`config.mk`:
```
export PLATFORM = sky130hd
export DESIGN_NAME = hida_ctrl
export DESIGN_NICKNAME = d
export VERILOG_FILES = /design/src/design/hida_pkg.sv /design/src/design/hida_ctrl.sv
export SDC_FILE = /design/constraint.sdc
export NUM_CORES = 1
export LEC_CHECK = 0
export ABC_AREA = 0
export ABC_CLOCK_PERIOD_IN_PS = 4450
export BUFFER_PORTS_ARGS = -buffer_cell sky130_fd_sc_hd__buf_2
export CAP_MARGIN = 20
export CELL_PAD_IN_SITES_DETAIL_PLACEMENT = 2
export CELL_PAD_IN_SITES_GLOBAL_PLACEMENT = 2
export CORE_ASPECT_RATIO = 0.9
export CORE_MARGIN = 4
export CORE_UTILIZATION = 26
export CTS_CLUSTER_DIAMETER = 30
export DETAILED_ROUTE_END_ITERATION = 10
export MAX_ROUTING_LAYER = met4
export PLACE_DENSITY = 0.83
export SLEW_MARGIN = 20
export SYNTH_ARGS = -nofsm -noshare
export SYNTH_HDL_FRONTEND = slang
export SYNTH_SLANG_ARGS = --single-unit
```
`constraint.sdc`:
```
create_clock -name clock -period 4.45 [get_ports clock]
set_clock_uncertainty 0.2 [all_clocks]
set_input_delay 0.89 -clock clock [delete_from_list [all_inputs] [get_ports clock]]
set_output_delay 0.89 -clock clock [all_outputs]
set_load 0.01 [all_outputs]
```
`src/design/hida_pkg.sv`:
```
`timescale 1ns / 1ps
// ----------------------------------------------------------------------------
// hida_pkg: shared types and constants of the ID allocator
// Field widths, status codes, the control/status structs between the
// controller and the datapath, and the release ID reduction table.
// ----------------------------------------------------------------------------
package hida_pkg;

   localparam int ID_FIELD_WIDTH   = 8;
   localparam int NOW_WIDTH        = 48;
   localparam int HOLDOFF_WIDTH    = 32;
   localparam int REQ_DATA_WIDTH   = 56;
   localparam int RSP_DATA_WIDTH   = 8;
   localparam int STATUS_WIDTH     = 2;
   localparam int ID_TABLE_DEPTH   = 256;

   localparam int ID_COUNT_DEFAULT  = 256;
   localparam int TIME_BITS_DEFAULT = 48;

   localparam logic [HOLDOFF_WIDTH-1:0] HOLDOFF_RESET = 32'd1000000;

   typedef enum logic [STATUS_WIDTH-1:0] {
      STATUS_OK      = 2'd0,
      STATUS_NO_FREE = 2'd1,
      STATUS_HOLDOFF = 2'd2,
      STATUS_FULL    = 2'd3
   } status_type;

   // Commands from the controller to the datapath.
   typedef struct packed {
      logic latch;       // capture the accepted request beat
      logic do_release;  // push the ID into the ring and stamp its time
      logic do_full;     // release refused, ring full
      logic do_fresh;    // hand out a never-used ID
      logic do_empty;    // allocate refused, nothing free
      logic ring_rd;     // read the oldest ring entry
      logic time_rd;     // read the release time of that entry
      logic check;       // compare elapsed time against the holdoff
      logic load_out;    // move the result into the output register
   } hida_cmd_type;

   // Status from the datapath to the controller.
   typedef struct packed {
      logic is_release;
      logic ring_full;
      logic ring_empty;
      logic fresh_zero;
      logic out_free;
   } hida_status_type;

   typedef logic [ID_FIELD_WIDTH-1:0] id_table_type [ID_TABLE_DEPTH];

   // Builds the table of each 8-bit ID reduced modulo the ID count.
   function automatic id_table_type build_id_table(input int count);
      id_table_type t;
      int r;
      r = 0;
      for (int i = 0; i < ID_TABLE_DEPTH; i++) begin
         t[i] = ID_FIELD_WIDTH'(r);
         r = (r + 1 >= count) ? 0 : r + 1;
      end
      return t;
   endfunction

endpackage

```
`src/design/hida_ctrl.sv`:
```
`timescale 1ns / 1ps
// ----------------------------------------------------------------------------
// hida_ctrl: sequencing state machine of the ID allocator
// Accepts one request, steers the datapath through the release, fresh
// allocate or ring allocate sequence, and hands the result to the output.
// ----------------------------------------------------------------------------
module hida_ctrl
   import hida_pkg::*;
(
   input  logic            clock,
   input  logic            reset,
   input  logic            req_tvalid,
   output logic            req_tready,
   input  hida_status_type status,
   output hida_cmd_type    cmd
);

   typedef enum logic [5:0] {
      S_IDLE  = 6'b000001,
      S_EXEC  = 6'b000010,
      S_TIME  = 6'b000100,
      S_CHECK = 6'b001000,
      S_DONE  = 6'b010000,
      S_RING  = 6'b100000
   } ctrl_state_type;

   ctrl_state_type state_ff, state_in;

   always_comb begin
      state_in = state_ff;
      cmd      = '0;
      case (state_ff)
         S_IDLE: begin
            if (req_tvalid) begin
               cmd.latch = 1'b1;
               state_in  = S_EXEC;
            end
         end
         S_EXEC: begin
            state_in = S_DONE;
            if (status.is_release) begin
               if (status.ring_full) begin
                  cmd.do_full = 1'b1;
               end else begin
                  cmd.do_release = 1'b1;
               end
            end else if (!status.fresh_zero) begin
               cmd.do_fresh = 1'b1;
            end else if (status.ring_empty) begin
               cmd.do_empty = 1'b1;
            end else begin
               cmd.ring_rd = 1'b1;
               state_in    = S_RING;
            end
         end
         S_RING: begin
            // Ring entry is now registered; fetch that ID's release time.
            cmd.time_rd = 1'b1;
            state_in    = S_TIME;
         end
         S_TIME: begin
            state_in = S_CHECK;
         end
         S_CHECK: begin
            cmd.check = 1'b1;
            state_in  = S_DONE;
         end
         S_DONE: begin
            if (status.out_free) begin
               cmd.load_out = 1'b1;
               state_in     = S_IDLE;
            end
         end
         default: begin
            state_in = S_IDLE;
         end
      endcase
   end

   always_ff @(posedge clock) begin
      if (reset) begin
         state_ff <= S_IDLE;
      end else begin
         state_ff <= state_in;
      end
   end

   assign req_tready = (state_ff == S_IDLE);

endmodule

```
# Word level (Yosys, flattened, before mapping)
# Cells that the tools add are included.
[op_classes]
mux = 21
reduce_logical = 1
n_eq_ne = 8
[ops]
columns = ["operator", "count"]
rows = [
  ["one-hot mux 6 bit (6 select lines)", 1],
  ["2-to-1 mux 6 bit", 5],
  ["2-to-1 mux 1 bit", 11],
  ["== test 6 x 1 -> 1 bit, second input constant", 1],
  ["== test 6 x 2 -> 1 bit, second input constant", 1],
  ["== test 6 x 3 -> 1 bit, second input constant", 1],
  ["== test 6 x 4 -> 1 bit, second input constant", 1],
  ["== test 6 x 5 -> 1 bit, second input constant", 1],
  ["== test 6 bit, second input constant", 1],
  ["2-to-1 mux 5 bit", 1],
  ["2-to-1 mux 2 bit", 2],
  ["inequality test 2 bit, second input constant", 2],
  ["2-to-1 mux 3 bit", 1],
  ["AND reduction 2 bit", 1],
]
[word_totals]
word_cells = 31
output_inout_bits = 10
in_bits = 8
reg_bits = 6

# Longest topological paths before layout
[depth]
word_depth = 4
mapped_depth = 5
mapped_depth_nobuf = 3

# Worst setup path before layout
# No wires, ideal clock.
[synth_path]
path_type = "in2out"
from = "input port status[4] (netlist name)"
to = "output port cmd[3] (netlist name)"
n_path_buf = 0
slack_ns = 1.775
required_ns = 3.360
stages = 2
arrival_ns = 1.585
path_cell_list = "or3b_2 > nor2_1"
[synth_rtl]
columns = ["element", "line", "source"]
rows = [
  ["start, declared", "hida_ctrl.sv:14", "input hida_status_type status,"],
  ["end, declared", "hida_ctrl.sv:15", "output hida_cmd_type cmd"],
]

==> reports/metrics.csv <==
stage,metric,value,unit
logic_synthesis,mappedNetlistNets,54,
finish,fin_area,526,um2
logic_synthesis,synth_top_family_by_area,simple AND/OR/NAND/NOR gates,
pwr,p_per_area,313,nW/um2
run_status,status,"finished, final reports clean",
clock_network,clkTransAtPathRegs,50,ps
logic_synthesis,synth_top_cell_by_area,dfxtp_1,
clock_network,worstSkewPairLatency,250,ps
logic_synthesis,synth_top_area_share,29.2,%
die,core-area,1460,um2
drt,ant_nets,0,
critical_path,cp_data_arrival_time,1780,ps
logic_synthesis,syn-instance-count,46,
critical_path,crit_fanout,5,
clock_network,cts-root-buf,clkbuf_4,
timing,finalCritPeriodShare,64.6,%
die,die_area,2280,um2
clock_network,cts_tree,done,
critical_path,setup.worst_path.start_class,input port,
timing,worst_pin_slew,403,ps
drt,drc,0,
global_routing,gr-total-overflow,0,
drt,finalWirelength,1270,um
die,die_h,45.8,um
logic_synthesis,synth_flop_cell,dfxtp_1,
logic_synthesis,syn_area_per_cell,8.95,um2
global_routing,antenna_found_initial,0,
clock_network,cts.path.max_buffers,2,
logic_synthesis,synthTopCellsByArea,"dfxtp_1 (29%), nor3b_1 (13%), nor4b_4 (5.8%)",
place,gp_congestion,0.729,
timing,timing.fmax,348,MHz
logic_synthesis,synthTopCellsByCount,"nor3b_1 (7), dfxtp_1 (6), inv_1 (3), nor2_1 (3)",
logic_synthesis,muxShareOfSynthArea,0,%
pwr,ir_drop,0.0000920,V
clock_network,ctsResizeCount,0,
clock_network,numCtsBuffers,3,
die,fp.dieW,49.9,um
place,dpl.hpwl,1010,um
logic_synthesis,synth_edf_count,0,
global_routing,grt_first_pass_wirelength,2300,um
place,numPortBuffers,17,
clock_network,cts_hold_buf,0,
logic_synthesis,ys_seq_area_share,29.2,%
timing,drv_slew,0,
timing,period_minus_slack,2870,ps
timing,setup_violations,0,
logic_synthesis,synth-compound-area-share,10.9,%
place,place_area,503,um2
critical_path,worst_setup_path_end_kind,output port,
finish,top_register,state_ff,
finish,layout-drive-gt1-share,42.2,%
finish,diodes,0,
finish,synthToLayoutAreaGrowth,27.7,%
logic_synthesis,synth_most_common_cell,nor3b_1,
clock_network,cts.sinks,6,
global_routing,first_global_vias,482,
drt,first_pass_iters,2,
drt,via_per_inst,5.46,
finish,top_regs,state_ff (6),
job,cap_viol_max_count,0,
logic_synthesis,yosys_warnings,0,
timing,slew-limit-headroom,72.9,%
logic_synthesis,yosys.area_share.simple,52.0,%
critical_path,crit_type,in2out,
logic_synthesis,synth-xor-area-share,2.13,%
pwr,power,164,uW
timing,finalHoldViolations,0,
drt,post_drt_wl_per_cell,16.1,um
logic_synthesis,ys_ff_latch,6,
logic_synthesis,async_flop_share,0,%
logic_synthesis,synth.distinct_cells,28,
finish,largest_reg_flops,6,
critical_path,required,3360,ps
die,rows,13,
timing,rsz0062_at_grt,no,
drt,route.vias.total,431,
finish,nNetsFinal,74,
global_routing,grt_max_degree,11,
finish,fill_cells,176,
min_path,hold_path_class,reg2reg,
clock_network,post_cts_buffers,0,
clock_network,htree_levels,1,
drt,drt_iter0_drc,2,
timing,worst_hold_slack,389,ps
timing,fin_setup_tns,0,ps
logic_synthesis,synth_adder_area_share,0,%
global_routing,track_usage,14.6,%
die,num_io_pins,18,
logic_synthesis,syn-cell-area,412,um2
pwr,p_leak,0.247,nW
die,start_util,28.1,%
-- power by group --
group          leakage (nW)  internal (mW)  total [mW]  switching, mW
Combinational         0.184         0.0222      0.0460         0.0238
Sequential           0.0489         0.0577      0.0661        0.00832
Clock                0.0138         0.0306      0.0523         0.0217
-- through the flow --
stage,worst slack [ps],util [%],std cells
final,1580,35.9,79
after global routing,1510,35.9,79
after CTS,1570,35.9,79
after detailed placement,1580,34.4,76
after global placement,1600,34.4,76
after floorplan,1770,-,46
-- cell type report --
| class | count | area (um2) | area share [%] |
|---|---|---|---|
| Inverter | 3 | 11.3 | 2.14 |
| Tap cell | 15 | 18.8 | 3.57 |
| Sequential cell | 6 | 120 | 22.9 |
| Clock buffer | 3 | 22.5 | 4.29 |
| Timing Repair Buffer | 17 | 85.1 | 16.2 |
| Multi-Input combinational cell | 35 | 268 | 51.0 |
-- path summary, 6_finish.rpt --
| check | start | end | slack [ps] | cells past startpoint |
|---|---|---|---|---|
| worst max-delay path | status[4] | cmd[3] | 1580 | 4 |
| worst max register to register | state_ff[0] | state_ff[0] | 2840 | 3 |
| worst min register to register | state_ff[2] | state_ff[3] | 390 | 2 |
| worst min-delay path | state_ff[2] | state_ff[3] | 390 | 2 |
-- worst max-delay path, cell delays in order --
cell and delay (ps):
buf_2 120, or3b_2 520, nor2_1 110, buf_2 140
-- kinds of logic (layout without fill, tap and decap cells) --
family / after synthesis / count (layout)
flip-flops: 6 / 6
AO/OA/AOI/OAI: 6 / 6
buffers and inverters: 5 / 23
XOR/XNOR: 1 / 1
AND/OR/NAND/NOR: 28 / 28
-- metal layers --
metal | up-vias | part of all wire, % | global-route usage, %
li1 | 210 | - | -
met1 | 211 | 46 | 17.1
met2 | 8 | 49 | 22.7
met3 | 2 | 4.2 | 6.23
met4 | 0 | 0.94 | 4.97
met5 | - | 0 | -
-- layout by cell type (no fill, tap or decap), types with 2 or more instances in the layout --
cell type	count
buf_2	17
nor3b_1	7
dfxtp_1	6
inv_1	3
nor2_1	3
clkbuf_4	3
nand2_1	2
nor3_1	2
nand3_1	2
No activity file was read; power rests on OpenSTA's default activity.
